[src/rtl/prle_pkg.sv]
`default_nettype none

package prle_pkg;

  localparam int unsigned PADDR_W = 3;
  localparam int unsigned PDATA_W = 32;

  localparam logic [5:0] RUN_MAX    = 6'd63;
  localparam logic [7:0] COUNT_BASE = 8'hC0;

  // Register index of always_pair.
  localparam logic REG_ALWAYS_PAIR = 1'b0;

  typedef struct packed {
    logic [7:0] pixel;
    logic       last_pixel;
  } prle_in_t;

  typedef struct packed {
    logic [7:0] code_byte;
    logic       final_byte;
  } prle_out_t;

  // One finished run as handed from the front end to the back end.
  typedef struct packed {
    logic [7:0] value;
    logic [5:0] count;
    logic       pair;
    logic       fin;
  } prle_run_t;

  typedef enum logic {
    BK_HEAD,
    BK_DATA
  } prle_bk_state_t;

  function automatic prle_run_t prle_make_run(input logic [7:0] value,
                                              input logic [5:0] count,
                                              input logic       fin,
                                              input logic       always_pair);
    prle_run_t r;
    r.value = value;
    r.count = count;
    r.fin   = fin;
    r.pair  = always_pair || (count != 6'd1) || (value >= COUNT_BASE);
    return r;
  endfunction

endpackage

`default_nettype wire

[src/rtl/prle_fifo.sv]
`default_nettype none

module prle_fifo #(
  parameter int unsigned DEPTH = 4
) (
  input  wire                  clk,
  input  wire                  rst_n,
  input  wire                  push,
  input  prle_pkg::prle_run_t  push_data,
  input  wire                  pop,
  output prle_pkg::prle_run_t  head,
  output logic                 empty,
  output logic                 full
);
  import prle_pkg::*;

  localparam int unsigned AW = (DEPTH > 1) ? $clog2(DEPTH) : 1;
  localparam logic [AW-1:0] LAST_IDX = AW'(DEPTH - 1);
  localparam logic [AW:0]   FULL_CNT = (AW + 1)'(DEPTH);

  prle_run_t      mem_r [DEPTH];
  logic [AW-1:0]  wr_ptr_r, wr_ptr_nxt;
  logic [AW-1:0]  rd_ptr_r, rd_ptr_nxt;
  logic [AW:0]    count_r, count_nxt;
  logic           do_push, do_pop;

  assign empty   = (count_r == '0);
  assign full    = (count_r == FULL_CNT);
  assign do_push = push && !full;
  assign do_pop  = pop && !empty;
  assign head    = mem_r[rd_ptr_r];

  always_comb begin
    wr_ptr_nxt = wr_ptr_r;
    rd_ptr_nxt = rd_ptr_r;
    count_nxt  = count_r;
    if (do_push) begin
      wr_ptr_nxt = (wr_ptr_r == LAST_IDX) ? '0 : wr_ptr_r + 1'b1;
    end
    if (do_pop) begin
      rd_ptr_nxt = (rd_ptr_r == LAST_IDX) ? '0 : rd_ptr_r + 1'b1;
    end
    if (do_push && !do_pop) begin
      count_nxt = count_r + 1'b1;
    end else if (do_pop && !do_push) begin
      count_nxt = count_r - 1'b1;
    end
  end

  always_ff @(posedge clk) begin
    if (!rst_n) begin
      wr_ptr_r <= '0;
      rd_ptr_r <= '0;
      count_r  <= '0;
    end else begin
      wr_ptr_r <= wr_ptr_nxt;
      rd_ptr_r <= rd_ptr_nxt;
      count_r  <= count_nxt;
    end
  end

  always_ff @(posedge clk) begin
    if (do_push) begin
      mem_r[wr_ptr_r] <= push_data;
    end
  end

endmodule

`default_nettype wire

[src/rtl/prle_front.sv]
`default_nettype none

module prle_front (
  input  wire                  clk,
  input  wire                  rst_n,
  input  wire                  always_pair,
  input  wire                  in_valid,
  output logic                 in_ready,
  input  prle_pkg::prle_in_t   in_data,
  output logic                 push,
  output prle_pkg::prle_run_t  push_data,
  input  wire                  q_full
);
  import prle_pkg::*;

  logic [7:0] held_r, held_nxt;
  logic [5:0] count_r, count_nxt;
  logic       pend_r, pend_nxt;
  logic       accept;
  logic       run_break;

  // While a closing run waits to be queued, no new pixel is taken.
  assign in_ready  = !pend_r && !q_full;
  assign accept    = in_valid && in_ready;
  assign run_break = (in_data.pixel != held_r) || (count_r == RUN_MAX);

  always_comb begin
    held_nxt  = held_r;
    count_nxt = count_r;
    pend_nxt  = pend_r;
    push      = 1'b0;
    push_data = prle_make_run(held_r, count_r, 1'b1, always_pair);
    if (pend_r) begin
      if (!q_full) begin
        push      = 1'b1;
        count_nxt = '0;
        pend_nxt  = 1'b0;
      end
    end else if (accept) begin
      if (count_r == '0) begin
        held_nxt  = in_data.pixel;
        count_nxt = 6'd1;
        if (in_data.last_pixel) begin
          push      = 1'b1;
          push_data = prle_make_run(in_data.pixel, 6'd1, 1'b1, always_pair);
          count_nxt = '0;
        end
      end else if (run_break) begin
        push      = 1'b1;
        push_data = prle_make_run(held_r, count_r, 1'b0, always_pair);
        held_nxt  = in_data.pixel;
        count_nxt = 6'd1;
        // The new one-pixel run is held in pend_r and closes the image once the queue has room.
        pend_nxt  = in_data.last_pixel;
      end else begin
        count_nxt = count_r + 6'd1;
        if (in_data.last_pixel) begin
          push      = 1'b1;
          push_data = prle_make_run(held_r, count_r + 6'd1, 1'b1, always_pair);
          count_nxt = '0;
        end
      end
    end
  end

  always_ff @(posedge clk) begin
    if (!rst_n) begin
      held_r  <= '0;
      count_r <= '0;
      pend_r  <= 1'b0;
    end else begin
      held_r  <= held_nxt;
      count_r <= count_nxt;
      pend_r  <= pend_nxt;
    end
  end

endmodule

`default_nettype wire

[src/rtl/prle_back.sv]
`default_nettype none

module prle_back (
  input  wire                  clk,
  input  wire                  rst_n,
  input  prle_pkg::prle_run_t  head,
  input  wire                  q_empty,
  output logic                 pop,
  output logic                 out_valid,
  input  wire                  out_ready,
  output prle_pkg::prle_out_t  out_data
);
  import prle_pkg::*;

  prle_bk_state_t state_r, state_nxt;
  logic           out_valid_r, out_valid_nxt;
  prle_out_t      out_data_r, out_data_nxt;
  logic           slot_free;
  logic           load;

  assign slot_free = !out_valid_r || out_ready;
  assign out_valid = out_valid_r;
  assign out_data  = out_data_r;

  always_comb begin
    state_nxt = state_r;
    unique case (state_r)
      BK_HEAD: begin
        if (slot_free && !q_empty && head.pair) begin
          state_nxt = BK_DATA;
        end
      end
      BK_DATA: begin
        if (slot_free) begin
          state_nxt = BK_HEAD;
        end
      end
      default: state_nxt = BK_HEAD;
    endcase
  end

  always_comb begin
    load                    = 1'b0;
    pop                     = 1'b0;
    out_data_nxt.code_byte  = head.value;
    out_data_nxt.final_byte = head.fin;
    unique case (state_r)
      BK_HEAD: begin
        if (slot_free && !q_empty) begin
          load = 1'b1;
          if (head.pair) begin
            out_data_nxt.code_byte  = COUNT_BASE + {2'b00, head.count};
            out_data_nxt.final_byte = 1'b0;
          end else begin
            pop = 1'b1;
          end
        end
      end
      BK_DATA: begin
        if (slot_free) begin
          load = 1'b1;
          pop  = 1'b1;
        end
      end
      default: begin
        load = 1'b0;
      end
    endcase
  end

  always_comb begin
    if (load) begin
      out_valid_nxt = 1'b1;
    end else if (out_ready) begin
      out_valid_nxt = 1'b0;
    end else begin
      out_valid_nxt = out_valid_r;
    end
  end

  always_ff @(posedge clk) begin
    if (!rst_n) begin
      state_r     <= BK_HEAD;
      out_valid_r <= 1'b0;
    end else begin
      state_r     <= state_nxt;
      out_valid_r <= out_valid_nxt;
    end
  end

  always_ff @(posedge clk) begin
    if (load) begin
      out_data_r <= out_data_nxt;
    end
  end

endmodule

`default_nettype wire

[src/rtl/pcx_rle_encoder.sv]
// PCX run-length encoder for 8-bit palette-index pixels.
// Input channel (in_valid/in_ready/in_data): one pixel per item, last_pixel
// set on the final pixel of the image. Output channel (out_valid/out_ready/
// out_data): one encoded byte per item, final_byte set on the image's last byte.
// The APB port holds always_pair at addresses 0 to 3; it should be written while idle.
// A run is closed by a different pixel, a 64th equal pixel or the end of the
// image. The closing run is written to the run queue and its first byte then
// passes through the output register; a pair's data byte follows in the next free slot.
// The output register holds one byte: a run that goes out as a pair takes two
// output bytes, a literal takes one.
// The last pixel of an image that also breaks a run holds in_ready low
// while the second run is queued.
// A small run queue decouples the front end from the output, so pixels keep
// being accepted while the receiver stalls until the queue is full.
// Reset (rst_n low, synchronous) drops any held run, empties the queue and
// clears always_pair.
`default_nettype none

module pcx_rle_encoder #(
  parameter int unsigned QUEUE_DEPTH = 4
) (
  input  wire                           clk,
  input  wire                           rst_n,
  input  wire                           psel,
  input  wire                           penable,
  input  wire                           pwrite,
  input  wire  [prle_pkg::PADDR_W-1:0]  paddr,
  input  wire  [prle_pkg::PDATA_W-1:0]  pwdata,
  output logic [prle_pkg::PDATA_W-1:0]  prdata,
  output logic                          pready,
  input  wire                           in_valid,
  output logic                          in_ready,
  input  prle_pkg::prle_in_t            in_data,
  output logic                          out_valid,
  input  wire                           out_ready,
  output prle_pkg::prle_out_t           out_data
);
  import prle_pkg::*;

  logic      always_pair_r, always_pair_nxt;
  logic      cfg_write;
  logic      push, pop, q_empty, q_full;
  prle_run_t push_data, head;

  assign pready    = 1'b1;
  assign cfg_write = psel && penable && pwrite && pready;
  assign prdata    = {{(PDATA_W - 1){1'b0}}, always_pair_r};

  always_comb begin
    always_pair_nxt = always_pair_r;
    if (cfg_write && (paddr[PADDR_W-1] == REG_ALWAYS_PAIR)) begin
      always_pair_nxt = pwdata[0];
    end
  end

  always_ff @(posedge clk) begin
    if (!rst_n) begin
      always_pair_r <= 1'b0;
    end else begin
      always_pair_r <= always_pair_nxt;
    end
  end

  prle_front u_front (
    .clk         (clk),
    .rst_n       (rst_n),
    .always_pair (always_pair_r),
    .in_valid    (in_valid),
    .in_ready    (in_ready),
    .in_data     (in_data),
    .push        (push),
    .push_data   (push_data),
    .q_full      (q_full)
  );

  prle_fifo #(
    .DEPTH (QUEUE_DEPTH)
  ) u_fifo (
    .clk       (clk),
    .rst_n     (rst_n),
    .push      (push),
    .push_data (push_data),
    .pop       (pop),
    .head      (head),
    .empty     (q_empty),
    .full      (q_full)
  );

  prle_back u_back (
    .clk       (clk),
    .rst_n     (rst_n),
    .head      (head),
    .q_empty   (q_empty),
    .pop       (pop),
    .out_valid (out_valid),
    .out_ready (out_ready),
    .out_data  (out_data)
  );

endmodule

`default_nettype wire

[config.mk]
export PLATFORM = sky130hd
export DESIGN_NAME = pcx_rle_encoder
export DESIGN_NICKNAME = d
export VERILOG_FILES = /design/src/rtl/prle_pkg.sv /design/src/rtl/prle_fifo.sv /design/src/rtl/prle_front.sv /design/src/rtl/prle_back.sv /design/src/rtl/pcx_rle_encoder.sv
export SDC_FILE = /design/constraint.sdc
export NUM_CORES = 1
export LEC_CHECK = 0
export ABC_CLOCK_PERIOD_IN_PS = 5440
export BUFFER_PORTS_ARGS = -buffer_cell sky130_fd_sc_hd__buf_2
export CAP_MARGIN = 30
export CORE_ASPECT_RATIO = 0.7
export CORE_MARGIN = 10
export CORE_UTILIZATION = 50
export CTS_CLUSTER_SIZE = 16
export DETAILED_ROUTE_END_ITERATION = 8
export PLACE_DENSITY = 0.76
export SLEW_MARGIN = 15
export SYNTH_ARGS = -nofsm -noshare
export SYNTH_HDL_FRONTEND = slang
export SYNTH_SLANG_ARGS = --single-unit
[constraint.sdc]
create_clock -name clk -period 5.44 [get_ports clk]
set_clock_uncertainty 0.15 [all_clocks]
set_input_delay 0 -clock clk [delete_from_list [all_inputs] [get_ports clk]]
set_output_delay 0 -clock clk [all_outputs]
set_load 0.1 [all_outputs]
==> load_flow_metrics.sql <==
INSERT INTO impl_metrics (metric_group, metric, value, unit) VALUES
('layout', 'fin_nets', '487', ''),
('clock_network', 'clock-root-buffer', 'sky130_fd_sc_hd__clkbuf_16', ''),
('detailed_routing', 'antenna_left', '0', ''),
('run_status', 'run_status', 'complete, no violations', ''),
('die', 'dieHeight', '104', 'microns'),
('timing', 'max_slew_margin', '41.5', '%'),
('synth', 'ys_async_sr_fraction', '0', '%'),
('pwr', 'ir_drop', '0.000219', 'V'),
('die', 'chipWidth', '139', 'microns'),
('synth', 'syn_avg_cell_area', '12.9', 'sq um'),
('timing', 'fmaxAchievable', '294', 'MHz'),
('detailed_routing', 'route.detailed.wl_per_inst', '17.5', 'microns'),
('clock_network', 'cts.repair_timing.setup_buffer_count', '0', ''),
('clock_network', 'clkSlewWorstSetupHoldPaths', '70', 'ps'),
('timing', 'setup_repair_after_global_routing_missed_its_margin', 'no', ''),
('synth', 'netlist_area', '4990', 'sq um'),
('placement', 'gp_congestion', '0.913', ''),
('hold_path', 'hp-class', 'input port to register', ''),
('clock_network', 'cts_buffers', '9', ''),
('synth', 'synth_edf_count', '73', ''),
('layout', 'n_antenna_cell', '0', ''),
('layout', 'fin_area', '5500', 'sq um'),
('detailed_routing', 'drt_pre_antenna_iters', '4', ''),
('clock_network', 'num_clock_sinks', '100', ''),
('timing', 'maxSlewViolCount', '0', ''),
('worst_setup_path', 'critical_path_arrival', '3520', 'ps'),
('global_routing', 'global_route.usage.total', '13.8', '%'),
('detailed_routing', 'dr_total_vias', '2902', ''),
('synth', 'flops_latches_synth', '100', ''),
('synth', 'synthCells', '386', ''),
('die', 'dieArea', '14400', 'sq um'),
('timing', 'tightest_slew', '874', 'ps'),
('die', 'placement_rows', '30', ''),
('layout', 'layout-drive-gt1-share', '16.1', '%'),
('clock_network', 'cts_repair_resize_count', '0', ''),
('die', 'ioPinCount', '95', ''),
('layout', 'most_used_cells_in_the_layout_excluding_fill_and_tap_cells', '73 x sky130_fd_sc_hd__edfxtp_1, 37 x sky130_fd_sc_hd__mux2i_1, 35 x sky130_fd_sc_hd__nand2_1', ''),
('timing', 'finalCritPeriodShare', '62.5', '%'),
('worst_setup_path', 'worstSetupPathType', 'register to register', ''),
('timing', 'report.final.hold_viol_count', '0', ''),
('synth', 'yosysWarningCount', '0', ''),
('detailed_routing', 'route.final.wire_length', '9.72', 'mm'),
('pwr', 'power.density', '491', 'nW/um^2'),
('clock_network', 'holdBufCountCts', '12', ''),
('layout', 'final_core_utilization', '56.6', '%'),
('layout', 'areaGrowthSynthToFinish', '10.3', '%'),
('detailed_routing', 'route.detailed.drc', '0', ''),
('job', 'maxCapViolations', '0', ''),
('synth', 'synth.distinct_cells', '59', ''),
('layout', 'layout_commonest_cell', 'sky130_fd_sc_hd__edfxtp_1', ''),
('timing', 'tns', '0', 'ps'),
('die', 'floorplan_core_area', '9720', 'sq um'),
('clock_network', 'htree_num_levels', '3', ''),
('timing', 'period_needed', '3400', 'ps'),
('clock_network', 'clk-insertion-delay-late', '340', 'ps'),
('global_routing', 'global_route_overflow', '0', ''),
('synth', 'synth_flop_cell', 'sky130_fd_sc_hd__edfxtp_1', ''),
('synth', 'synth.yosys.seq_area_share', '54.8', '%'),
('clock_network', 'clockBufferDepth', '2', ''),
('worst_setup_path', 'critical_path.startpoint_type', 'register', ''),
('layout', 'layout.filler_cells', '798', ''),
('detailed_routing', 'initial_detailed_routing_violation_count', '264', ''),
('detailed_routing', 'via_per_inst', '5.22', ''),
('placement', 'place.port_buffers', '29', ''),
('worst_setup_path', 'worst_ep_required_time', '5560', 'ps'),
('placement', 'dp.final_hpwl', '6.96', 'mm'),
('clock_network', 'tritoncts', 'done', ''),
('pwr', 'total_leakage_power', '0.00203', 'uW'),
('global_routing', 'grt_max_degree', '41', ''),
('global_routing', 'global_route_wire_length_before_repair', '16.0', 'mm'),
('die', 'starting_density_of_the_core', '51.3', '%'),
('worst_setup_path', 'cp-end-kind', 'register', ''),
('timing', 'finalSetupViolCount', '0', ''),
('placement', 'placed_area', '5090', 'sq um'),
('worst_setup_path', 'critPathMaxFanout', '7', ''),
('global_routing', 'number_of_antenna_violations_at_the_first_check_in_global_routing', '0', ''),
('global_routing', 'number_of_global_route_vias_before_repair', '2985', '');
-- kinds of logic after synthesis --
kind of cell             share of synthesized area (%)
AND/OR/NAND/NOR                                   13.1
buffers and inverters                             7.70
multiplexers                                      14.0
XOR/XNOR                                          2.81
AO/OA/AOI/OAI                                     4.06
flip-flops                                        54.8
other                                            0.151
adder cells (fa/ha/maj)                           3.41
-- flip-flops by register name, summed over array words and instances (netlist names), named ones only --
signal,count
u_fifo.count_r,3
u_fifo.rd_ptr_r,2
u_front.pend_r,1
u_back.out_valid,1
u_front.count_r,6
u_back.state_r,1
u_back.out_data,9
always_pair_r,1
u_fifo.wr_ptr_r,2
u_fifo.mem_r,64
u_front.held_r,8
-- worst max-delay path, stage by stage (launching register included) --
cell	delay [ps]
sky130_fd_sc_hd__dfxtp_1	490
sky130_fd_sc_hd__inv_1	210
sky130_fd_sc_hd__ha_1	280
sky130_fd_sc_hd__nand2_1	130
sky130_fd_sc_hd__o311ai_1	120
sky130_fd_sc_hd__a21oi_1	570
sky130_fd_sc_hd__ha_1	310
sky130_fd_sc_hd__inv_1	60
sky130_fd_sc_hd__fa_1	370
sky130_fd_sc_hd__xor2_1	180
sky130_fd_sc_hd__or3_1	300
sky130_fd_sc_hd__a21boi_0	160
-- cells in the mapped netlist, drive strengths merged, types with 2 or more instances --
cell,number,area share (%)
and3,5,0.63
clkbuf,5,0.40
mux2i,37,7.4
edfxtp,73,44
mux4,10,4.5
inv,17,1.3
ha,12,3.0
dfxtp,27,11
and2,8,1.0
nand3b,2,0.30
mux2,9,2.0
nor2,13,1.5
o311ai,2,0.35
nor2b,13,1.6
a21oi,4,0.40
nor4,5,1.1
nor3b,2,0.30
conb,2,0.15
nand3,10,1.3
a21boi,4,0.60
o211ai,3,0.55
nor3,4,0.73
nand2,36,3.0
o21ai,8,0.80
nand4,2,0.25
or4,2,0.38
xnor2,14,2.5
xor2,2,0.35
buf,41,6.0
-- metrics by stage --
step | instances | total power, uW | worst slack [ps] | hold WS [ps]
finish | 556 | 2700 | 2040 | 84.9
global route | 556 | 2850 | 1810 | 115
CTS | 556 | 2730 | 2050 | 86.9
detailed placement | 528 | 2120 | 2080 | 116
global placement | 528 | 2100 | 2170 | 104
floorplan | 416 | 1960 | 2530 | -7.90
-- worst paths after layout --
kind,slack [ps],cells past startpoint,start,to
setup / recovery,2040,11,u_front.count_r[0]$_SDFFE_PN0P_,u_fifo.count_r[2]$_SDFFE_PN0P_
hold / removal,80,3,rst_n,u_fifo.wr_ptr_r[0]$_SDFFE_PN0P_
setup reg to reg,2040,11,u_front.count_r[0]$_SDFFE_PN0P_,u_fifo.count_r[2]$_SDFFE_PN0P_
hold reg to reg,330,2,u_back.state_r$_SDFF_PN0_,u_back.state_r$_SDFF_PN0_
-- cell type report --
type | instances | area [sq um] | share of cell area [%]
Inverter | 17 | 63.8 | 1.16
Sequential cell | 100 | 2730 | 49.7
Timing Repair Buffer | 42 | 273 | 4.96
Tap cell | 128 | 160 | 2.91
Clock inverter | 4 | 30.0 | 0.546
Clock buffer | 12 | 256 | 4.66
Multi-Input combinational cell | 253 | 1980 | 36.1
-- power breakdown --
part / switching [uW] / internal, uW / leakage [uW]
registers: 56.0 / 981 / 0.000884
logic: 754 / 306 / 0.00101
clock network: 269 / 337 / 0.000136
-- layer usage --
layer / global-route usage [%] / part of all wire, % / vias up
met2: 21.9 / 48 / 55
met4: 2.97 / 0.65 / 0
li1: - / - / 1413
met5: 0 / 0 / -
met3: 4.84 / 4.8 / 4
met1: 17.6 / 47 / 1430
Note: power is estimated with default switching activity, not from simulation.
